[src/btpe_pkg.sv]
`timescale 1ns / 1ps
// shared types, constants and helpers for the bicorn torus point evaluator
// no dependencies; imported by the cordic cell, the divider cell and the top module
package btpe_pkg;

    localparam int CORDIC_STEPS = 28;
    localparam int DIV_STEPS    = 28;
    localparam int CW           = 33;   // cordic x/y/z word
    localparam int TW           = 32;   // sin/cos, q30 clamped to +-1.0
    localparam int REG_W        = 24;
    localparam int OUT_W        = 25;
    localparam int REM_W        = 60;   // divider dividend / remainder
    localparam int DEN_W        = 33;   // divider divisor

    typedef logic signed [CW-1:0] cord_word_t;

    typedef struct packed {
        cord_word_t x;
        cord_word_t y;
        cord_word_t z;
        logic [1:0] quad;
    } cordic_t;

    typedef struct packed {
        logic [REM_W-1:0]     rem;
        logic [DEN_W-1:0]     den;
        logic [DIV_STEPS-1:0] quo;
    } div_t;

    typedef enum logic {
        REG_MAJOR = 1'b0,
        REG_MINOR = 1'b1
    } reg_idx_t;

    localparam cord_word_t CORDIC_GAIN = 33'sd652032874;

    // arctangent of 2^-i in units of 2^-32 turn
    localparam logic [31:0] ATAN_TABLE [CORDIC_STEPS] = '{
        32'd536870912, 32'd316933406, 32'd167458907, 32'd85004756, 32'd42667331,
        32'd21354465,  32'd10679838,  32'd5340245,   32'd2670163,  32'd1335087,
        32'd667544,    32'd333772,    32'd166886,    32'd83443,    32'd41722,
        32'd20861,     32'd10430,     32'd5215,      32'd2608,     32'd1304,
        32'd652,       32'd326,       32'd163,       32'd81,       32'd41,
        32'd20,        32'd10,        32'd5
    };

    localparam logic signed [63:0] OUT_MAX = 64'sd16777215;
    localparam logic signed [63:0] OUT_MIN = -64'sd16777216;

    function automatic logic signed [OUT_W-1:0] sat_out(input logic signed [63:0] v);
        logic signed [OUT_W-1:0] r;
        if (v > OUT_MAX)
            r = OUT_MAX[OUT_W-1:0];
        else if (v < OUT_MIN)
            r = OUT_MIN[OUT_W-1:0];
        else
            r = v[OUT_W-1:0];
        return r;
    endfunction

endpackage

[src/btpe_div_cell.sv]
`timescale 1ns / 1ps
// one registered restoring division step producing quotient bit SHIFT
// depends on btpe_pkg
module btpe_div_cell
    import btpe_pkg::*;
#(
    parameter int SHIFT = 0
)
(
    input  logic clk,
    input  div_t cell_in,
    output div_t cell_out
);

    div_t cell_reg;
    div_t cell_next;
    logic [REM_W:0] trial;
    logic           fits;

    always_comb
    begin
        trial = {1'b0, cell_in.rem}
              - ({{(REM_W-DEN_W+1){1'b0}}, cell_in.den} << SHIFT);
        fits  = !trial[REM_W];
        cell_next = cell_in;
        cell_next.quo[SHIFT] = fits;
        if (fits)
            cell_next.rem = trial[REM_W-1:0];
    end

    always_ff @(posedge clk)
    begin
        cell_reg <= cell_next;
    end

    assign cell_out = cell_reg;

endmodule

[config.mk]
export PLATFORM = sky130hd
export DESIGN_NAME = btpe_div_cell
export DESIGN_NICKNAME = d
export VERILOG_FILES = /design/src/btpe_pkg.sv /design/src/btpe_div_cell.sv
export SDC_FILE = /design/constraint.sdc
export NUM_CORES = 1
export LEC_CHECK = 0
export ABC_CLOCK_PERIOD_IN_PS = 3500
export BUFFER_PORTS_ARGS = -buffer_cell sky130_fd_sc_hd__buf_4
export CAP_MARGIN = 15
export CORE_UTILIZATION = 40
export DETAILED_ROUTE_END_ITERATION = 8
export HOLD_SLACK_MARGIN = 0.12
export PLACE_DENSITY = 0.73
export SLEW_MARGIN = 20
export SYNTH_ARGS = -nofsm -noshare
export SYNTH_HDL_FRONTEND = slang
export SYNTH_SLANG_ARGS = --single-unit
[constraint.sdc]
create_clock -name clk -period 3.5 [get_ports clk]
set_input_delay 0.35 -clock clk [delete_from_list [all_inputs] [get_ports clk]]
set_output_delay 0.35 -clock clk [all_outputs]
set_load 0.01 [all_outputs]
[Word level (Yosys, flattened, before mapping)]
Index checks and enable logic that the tools add are counted.
W data, S select, Z words.
Word-level totals
  flip-flop bits (word level): 121
  input port bits: 122
  logic and storage cells: 6
Operators by class
  add/sub/neg operators: 1
  muxes and demuxes: 1
  reduce and logical (&&, ||, !) cells: 1
Operators by type and width (number)
  $sub A60 B33 Y61: 1
  $mux W60: 1
  $logic_not A1 Y1: 1

[Longest topological paths before layout]
  depth in word-level cells: 2
  depth in mapped cells: 14

[Least setup slack after synthesis]
Ideal clock, no wire load.
  kind: input-to-reg
  start point: in cell_in[61] (netlist bit)
  end point: reg cell_reg, in the netlist cell_out[119]
  data arrival time: 2.894 ns
  library setup time: 0.118 ns
  slack: 0.487 ns
  stages on the path: 11
  data required time: 3.382 ns
  path through: inv_1 > ha_1 > fa_1 > nor2b_1 > o2111ai_1 > a21boi_1 > a311oi_1 > a211o_4 > a21o_4 > or4_4 > xnor2_2
RTL lines
  start, declared: RTL line btpe_div_cell.sv:11  | input div_t cell_in,
  end signal, assigned: RTL line btpe_div_cell.sv:33  | cell_reg <= cell_next;
  end, declared: RTL line btpe_div_cell.sv:15  | div_t cell_reg;

==> flow_summary.json <==
{
  "outcome": "complete, no violations",
  "cp_max_fo": 8,
  "ys_types": 71,
  "nFillCells": 1187,
  "maxClockFrequency_mhz": 291,
  "clk_pin_slew_ns": 0.06,
  "cts_setup_buffers": 0,
  "wl_um": 17900,
  "routedWlPerCell_um": 15.6,
  "root_buffer": "clkbuf_16",
  "synthToLayoutAreaGrowth_pct": 56.9,
  "synth_nets": 797,
  "syn_area_per_cell_um2": 9.05,
  "end_kind": "flip-flop",
  "instances_no_fill": 1147,
  "peakVddDrop_mv": 0.400,
  "hpwl_um": 13300,
  "period_share_pct": 98.1,
  "leakage_nw": 4.20,
  "grt_overflow_total": 0,
  "fin_util_pct": 65.1,
  "drt_iter0_drc": 435,
  "ys_seq_elements": 121,
  "ys_warn_count": 0,
  "start_util_pct": 41.4,
  "track_usage_pct": 23.9,
  "numCtsBuffers": 17,
  "powerDensity_nw_per_um2": 496,
  "ys_seq_area_share_pct": 41.8,
  "cp.arrival_ns": 3.74,
  "pin_count": 243,
  "die_area_um2": 15000,
  "crit_required_ns": 3.81,
  "clock_sinks": 121,
  "grt_pass1_wl_um": 27700,
  "ctsLongestPathBuffers": 2,
  "routabilityCongestion": 0.891,
  "crit_type": "input port to flip-flop",
  "cts_tree": "done",
  "first_pass_iters": 5,
  "detail-route-antenna-nets": 0,
  "grt_pass1_vias": 5872,
  "layout_min_cycle_time_ns": 3.43,
  "hold_viol": 0,
  "hold_class": "input port to flip-flop",
  "relSlewSlack_pct": 54.1,
  "diodes": 0,
  "tns_ns": 0,
  "die_width_um": 122,
  "antenna_found_initial": 0,
  "rsz0062_at_grt": "false",
  "vias": 5859,
  "grt_max_degree": 38,
  "min_path_cells": 2,
  "worstMarginPinSlew_ns": 0.682,
  "ys_async_sr_fraction_pct": 0,
  "fp.coreArea_um2": 14000,
  "largest_reg_flops": 121,
  "cp-start-kind": "input port",
  "die_h_um": 122,
  "dp.cells": 1053,
  "h-tree-depth": 4,
  "vias_per_cell": 5.11,
  "setup_violations": 0,
  "synthCells": 641,
  "ys.flop_type": "dfxtp_1",
  "maxCapViolCount": 0,
  "layout-drive-gt1-share_pct": 31.5,
  "drv_slew": 0,
  "io_buffer_count": 241,
  "syn_area_um2": 5800,
  "rows": 43,
  "drcViolationCount": 0,
  "nNetsFinal": 1110,
  "synth_edf_count": 0
}
## cells in the final DEF (no fill, tap or decap), types with 4 or more instances in the layout
cell             n
nor4_1          10
clkbuf_16       17
dfxtp_1        121
bufinv_16        5
inv_1           44
a21oi_1         62
nand4_1          8
buf_4          252
o21a_1           9
xor2_1          18
a211oi_1         7
mux2_1           6
nand3b_1         4
nor2_1          61
nand2b_1         4
a21o_1          12
nand3_1         14
and3_1           5
dlygate4sd3_1   62
or4_1           10
o21bai_1         7
o21ai_0         22
ha_1            33
or3_1            4
nand2_1         40
nor3_1          13
xnor2_1         37
## power by group
part | switching [mW] | internal, mW
registers | 0.0407 | 1.52
clock network | 0.663 | 1.27
logic | 0.496 | 0.522
## worst paths after layout
path | endpoint | startpoint | slack, ns
worst max-delay path | cell_out[119] | cell_in[28] | 0.07
worst min-delay path | cell_out[120] | cell_in[120] | 0.13
## logic make-up after synthesis
logic type      Yosys count  share of synthesized area, %
simple gates            206                          19.1
compound gates          151                          16.7
flops                   121                          41.8
buf+inv                  65                          4.79
xor+xnor                 56                          8.59
fa+ha+maj                34                          7.47
mux                       8                          1.53
## metrics by stage
step                      worst slack (ns)  cell area, µm²  hold slack, ns  power, mW
after floorplan                      0.487            5800           0.378       2.07
after global placement               0.199            7820           0.455       2.53
after detailed placement             0.192            7820           0.455       2.54
after CTS                           0.0602            9090           0.121       4.54
after global routing                0.0160            9100           0.124       4.70
final                               0.0652            9100           0.133       4.51
## synth_stat cells, types with 4 or more instances
library cell / instances / area share (%)
a211oi_1: 7 / 0.91
a21o_1: 12 / 1.6
a21oi_1: 62 / 5.4
and3_1: 5 / 0.54
buf_2: 12 / 1.0
clkbuf_1: 6 / 0.39
dfxtp_1: 121 / 42
ha_1: 33 / 7.1
inv_1: 44 / 2.8
mux2_1: 6 / 1.2
nand2_1: 40 / 2.6
nand2b_1: 4 / 0.43
nand3_1: 14 / 1.2
nand3b_1: 4 / 0.52
nand4_1: 8 / 0.86
nor2_1: 61 / 3.9
nor2b_1: 4 / 0.43
nor3_1: 13 / 1.1
nor4_1: 10 / 1.1
o21a_1: 9 / 1.2
o21ai_0: 22 / 1.9
o21bai_1: 7 / 0.91
or3_1: 4 / 0.43
or4_1: 10 / 1.3
xnor2_1: 37 / 5.6
xor2_1: 18 / 2.7
## cell type report
type,instances,area (µm²),share of cell area (%)
inverters,44,165,1.81
well taps,180,225,2.47
clock inverters,14,221,2.43
multi-input cells,455,3100,34.1
clock buffers,18,429,4.72
flip-flops and latches,121,2420,26.6
repair buffers,315,2530,27.8
## routing by layer
| layer | global-route usage [%] | vias up | part of all wire [%] |
|---|---|---|---|
| met5 | 0 | - | 0 |
| met4 | 8.69 | 0 | 2.3 |
| met3 | 8.13 | 34 | 8.9 |
| met2 | 41.3 | 244 | 49 |
| met1 | 27.2 | 2681 | 40 |
| li1 | - | 2900 | - |
## timing repair
action	in CTS	in global routing
gates resized for setup	0	2
hold buffers	62	0
setup endpoints to repair	0	3
hold endpoints to repair	62	0
## worst max-delay path: stages
cell and delay [ns]:
dlygate4sd3_1 0.54, buf_4 0.14, ha_1 0.23, fa_1 0.42, nor2b_2 0.16, o2111ai_1 0.17
a21boi_2 0.23, a311oi_1 0.16, a211o_4 0.42, a21o_4 0.25, or4_4 0.53, xnor2_2 0.14
No activity file was read; power rests on OpenSTA's default activity.
